## src/hw/rtl/wctt_pkg.sv

```systemverilog
// Shared types, constants and op codes of the wake client tracking table.
package wctt_pkg;

  localparam int MAX_CLIENTS_DEF = 64;
  localparam int KEY_WIDTH_DEF   = 32;
  localparam int CNT_W           = 7;
  localparam int PADDR_W         = 3;

  localparam logic [3:0] OP_REGISTER   = 4'd0;
  localparam logic [3:0] OP_UNREGISTER = 4'd1;
  localparam logic [3:0] OP_SET_NR     = 4'd2;
  localparam logic [3:0] OP_CLR_NR     = 4'd3;
  localparam logic [3:0] OP_SUSPEND    = 4'd4;
  localparam logic [3:0] OP_TOT_BLOCK  = 4'd5;
  localparam logic [3:0] OP_CLI_BLOCK  = 4'd6;
  localparam logic [3:0] OP_CLR_CNT    = 4'd7;
  localparam logic [3:0] OP_READ_SLOT  = 4'd8;

  localparam logic [PADDR_W-1:0] REG_SUSP_TYPE = 3'd0;

  typedef struct packed {
    logic [3:0]  op;
    logic [31:0] client_key;
    logic [3:0]  lock_type;
    logic [5:0]  slot_index;
  } in_req_t;

  typedef struct packed {
    logic        found;
    logic [5:0]  match_slot;
    logic [6:0]  client_count;
    logic [63:0] not_ready_mask;
    logic [31:0] total_blocks;
    logic [31:0] suspend_attempts;
    logic [31:0] slot_blocks;
    logic [31:0] slot_refs;
    logic [31:0] slot_key;
  } out_res_t;

  typedef struct packed {
    logic load;
    logic idx_inc;
    logic rd_idx;
    logic rd_idx1;
    logic rd_slot;
    logic cmp;
    logic exec;
    logic shift_start;
    logic shift_wr;
    logic count_dec;
    logic emit;
  } cmd_t;

  typedef struct packed {
    logic keyop;
    logic rd_ok;
    logic idx_end;
    logic match;
    logic remove;
    logic sh_end;
    logic out_busy;
  } sts_t;

endpackage

```

## src/hw/rtl/wctt_ctrl.sv

```systemverilog
// Sequencer of the wake client tracking table: search, execute, compaction walk, output.
module wctt_ctrl import wctt_pkg::*; (
  input  logic clk,
  input  logic rst_n,
  input  logic in_valid,
  output logic in_stall,
  input  sts_t sts,
  output cmd_t cmd
);

  typedef enum logic [7:0] {
    S_IDLE  = 8'b0000_0001,
    S_DEC   = 8'b0000_0010,
    S_SRD   = 8'b0000_0100,
    S_SCMP  = 8'b0000_1000,
    S_EXEC  = 8'b0001_0000,
    S_SHCHK = 8'b0010_0000,
    S_SHWR  = 8'b0100_0000,
    S_DONE  = 8'b1000_0000
  } state_t;

  state_t state_r, state_nxt;

  always_ff @(posedge clk) begin
    if (!rst_n) begin
      state_r <= S_IDLE;
    end else begin
      state_r <= state_nxt;
    end
  end

  assign in_stall = (state_r != S_IDLE);

  always_comb begin
    state_nxt = state_r;
    cmd = '0;
    case (state_r)
      S_IDLE: begin
        if (in_valid) begin
          cmd.load = 1'b1;
          state_nxt = S_DEC;
        end
      end
      S_DEC: begin
        if (sts.keyop) begin
          state_nxt = S_SRD;
        end else begin
          cmd.rd_slot = sts.rd_ok;
          state_nxt = S_EXEC;
        end
      end
      S_SRD: begin
        if (sts.idx_end) begin
          state_nxt = S_EXEC;
        end else begin
          cmd.rd_idx = 1'b1;
          state_nxt = S_SCMP;
        end
      end
      S_SCMP: begin
        cmd.cmp = 1'b1;
        if (sts.match) begin
          state_nxt = S_EXEC;
        end else begin
          cmd.idx_inc = 1'b1;
          state_nxt = S_SRD;
        end
      end
      S_EXEC: begin
        cmd.exec = 1'b1;
        if (sts.remove) begin
          cmd.shift_start = 1'b1;
          state_nxt = S_SHCHK;
        end else begin
          state_nxt = S_DONE;
        end
      end
      S_SHCHK: begin
        if (sts.sh_end) begin
          cmd.count_dec = 1'b1;
          state_nxt = S_DONE;
        end else begin
          cmd.rd_idx1 = 1'b1;
          state_nxt = S_SHWR;
        end
      end
      S_SHWR: begin
        cmd.shift_wr = 1'b1;
        cmd.idx_inc = 1'b1;
        state_nxt = S_SHCHK;
      end
      S_DONE: begin
        if (!sts.out_busy) begin
          cmd.emit = 1'b1;
          state_nxt = S_IDLE;
        end
      end
      default: begin
        state_nxt = S_IDLE;
      end
    endcase
  end

endmodule

```

## config.mk

```make
export PLATFORM = sky130hd
export DESIGN_NAME = wctt_ctrl
export DESIGN_NICKNAME = d
export VERILOG_FILES = /design/src/hw/rtl/wctt_pkg.sv /design/src/hw/rtl/wctt_ctrl.sv
export SDC_FILE = /design/constraint.sdc
export NUM_CORES = 1
export LEC_CHECK = 0
export ABC_AREA = 0
export BUFFER_PORTS_ARGS = -buffer_cell sky130_fd_sc_hd__buf_2
export CAP_MARGIN = 10
export CORE_AREA = 2 2 39 41
export DETAILED_ROUTE_END_ITERATION = 10
export DIE_AREA = 0 0 41 43
export PLACE_DENSITY = 0.77
export SYNTH_ARGS = -nofsm -noshare
export SYNTH_HDL_FRONTEND = slang
export SYNTH_SLANG_ARGS = --single-unit
export TNS_END_PERCENT = 100
```

## constraint.sdc

```tcl
create_clock -name clk -period 1.8 [get_ports clk]
set_input_delay 0.09 -clock clk [delete_from_list [all_inputs] [get_ports clk]]
set_output_delay 0.09 -clock clk [all_outputs]
set_load 0.005 [all_outputs]
```

==> results.md <==
- Status: finished, final reports clean
- Max reg flops: 8
- Syn. warnings: 0
- Die H: 43 um
- Commonest non-fill, non-tap cells in the layout: 21 x buf_2, 8 x dfxtp_1, 5 x nor2_1, 5 x inv_1, 5 x nand2_1
- Worst R2R Setup Slack: 0.36 ns
- Slowest CP cell: nor4_2
- Post-DP Area: 682 um^2
- CTS max path bufs: 2
- Largest register by flop count: state_r
- Cell area after synthesis: 561 um^2
- First-pass GRT wire length: 1880 um
- Leak: 0.000340 uW
- Vias in the first global route: 445
- Power Total: 409 uW
- Critical path startpoint category: flop
- Port bufs: 21
- Synth top area cells: dfxtp_1 29%, and2_1 4.5%, nor2_1 4.0%
- Via count: 567
- Slew HR: 73.4%
- Largest net degree at the start of global routing: 10
- #FFs+latches synth: 8
- VDD IR max: 0.414 mV
- Full die area: 1760 um^2
- Hold crit path type: primary input to flop
- Final worst path period need: 1.75 ns
- Final Instance Area: 712 um^2
- Clock Sinks: 8
- Yosys top cell area share: 28.6%
- RSZ-0062 raised after global routing: true
- IO Pins: 22
- GPL Wtd Cong: 0.768
- Total gr overflow: 0
- Worst Max-Slew Pin Slew: 0.396 ns
- Htree depth: 1
- Setup crit end kind: output port
- Routed Antenna Nets: 0
- Starting Density: 40.5%
- Per-cell routed wire length: 12.5 um
- Num CTS Buffers: 3
- Area occupied by multi-input gates: 378 um^2
- Die Width: 41 um
- Routed Wire Length: 1290 um
- Crit path DAT: 1.66 ns
- Clock slew at reported path FFs: 0.05 ns
- Top cell type by total area after synthesis: dfxtp_1
- MaxCap Viol Count: 0
- CTS Hold Bufs: 0
- Sequential area share after synthesis: 28.6%
- Top Registers: state_r x8
- DP Wirelength: 995 um
- Layout Nets: 99
- Layout cells sized above 1: 46.0%
- Total GRT Usage: 16.5%
- CTS Root Cell: clkbuf_4
- Net count after synthesis: 73
- Syn avg cell area: 8.90 um^2
- Async set or reset register ratio after synthesis: 0%
- Slowest stage delay, CP: 0.44 ns
- Crit path max fanout: 6
- Worst-skew pair later-pin latency: 0.26 ns
- Filler instances: 137
- R2R depth: 4
- Clock Skews: 0.00640 ns
- Placement row count: 14
- Initial DRC count: 10
- Critical Path RT: 1.71 ns
- Synth unique cells: 35
- Post-synth EDFFs: 0
- Dpl ws: 0.308 ns
- ANT cells: 0
- Fmax: 573 MHz
- Reg area: 160 um^2
- CTS tree: done
- Most common cell after layout, fill and taps aside: buf_2
- Final hold viol count: 0
- Drt pass-1 iters: 4
- Initial antenna violation count: 0
- Total core area: 1380 um^2
- Slew Limit Fails: 0
- Hold path cells: 2
- Final setup margin: 0.0534 ns
- Drc violations: 0
- Drt via density: 5.50
- Crit path kind: flop to output port
- Final Cycle Share: 97.0%
- Power Dens Cells: 574 nW/um^2
- Final setup vio count: 0
- Post-Synthesis Cells: 63
- Most used DFF post-synth: dfxtp_1
- Synth-to-layout area growth: 27.0%
- Cell Chain, Critical Path: nor4_2 -> and4_1 -> and2_2 -> buf_2
==> cell type report <==
cell class	count	area share, %
Timing Repair Buffer	22	15.8
Inverter	5	2.64
Sequential cell	8	22.5
Multi-Input combinational cell	49	53.1
Tap cell	16	2.81
Clock buffer	3	3.16
==> synth_stat cells (2+ instances only) <==
cell type / count
nand3_1: 2
nand2_1: 5
nand4_1: 2
dfxtp_1: 8
o21a_1: 2
and2_1: 4
nand4b_1: 2
inv_1: 5
nor2b_1: 2
nor2_1: 6
==> path summary, 6_finish.rpt <==
path,start,end
worst max-delay path,state_r[6],cmd[3]
worst min register to register,state_r[3],state_r[2]
worst min-delay path,rst_n,state_r[0]
worst max register to register,state_r[6],state_r[5]
==> cells by family after synthesis <==
family | Yosys count | share of synthesized area, %
and+or+nand+nor | 37 | 49.1
AOI/OAI and AO/OA | 10 | 13.8
DFF | 8 | 28.6
buffers and inverters | 6 | 5.36
xor gates and xnor gates | 2 | 3.13
==> critical path: cells and delay by family (launching register included) <==
kind	cells	cell delay, ns
buf+inv	1	0.10
flops	1	0.36
simple gates	3	0.94
==> what timing repair did <==
item / CTS / global route
setup endpoints to repair: 0 / 4
resized for setup: 0 / 2
buffers inserted: 0 / 0
==> where the power goes <==
group	switching, uW	leakage (uW)	total (uW)	internal (uW)
combinational	38.5	0.000261	74.7	36.1
sequential	9.73	0.0000649	192	183
clock	65.1	0.0000138	142	76.6
total	113	0.000340	409	295
==> metal layers <==
metal,routed length [um],GRT usage (%),up-vias
li1,-,-,279
met1,586,18.5,262
met2,573,24.1,22
met3,104,7.85,4
met4,23,10.0,0
met5,0,0,-
==> stage by stage <==
step                hold WS [ns]  instances  setup TNS, ns  utilization, %
floorplan                  0.169         63              0               -
global placement           0.356        100              0            49.3
detailed placement         0.357        100              0            49.3
CTS                       0.0884        103              0            50.9
global route               0.107        103        -0.0376            51.4
finish                    0.0859        103              0            51.4
Power figures use the tool's default switching activity.
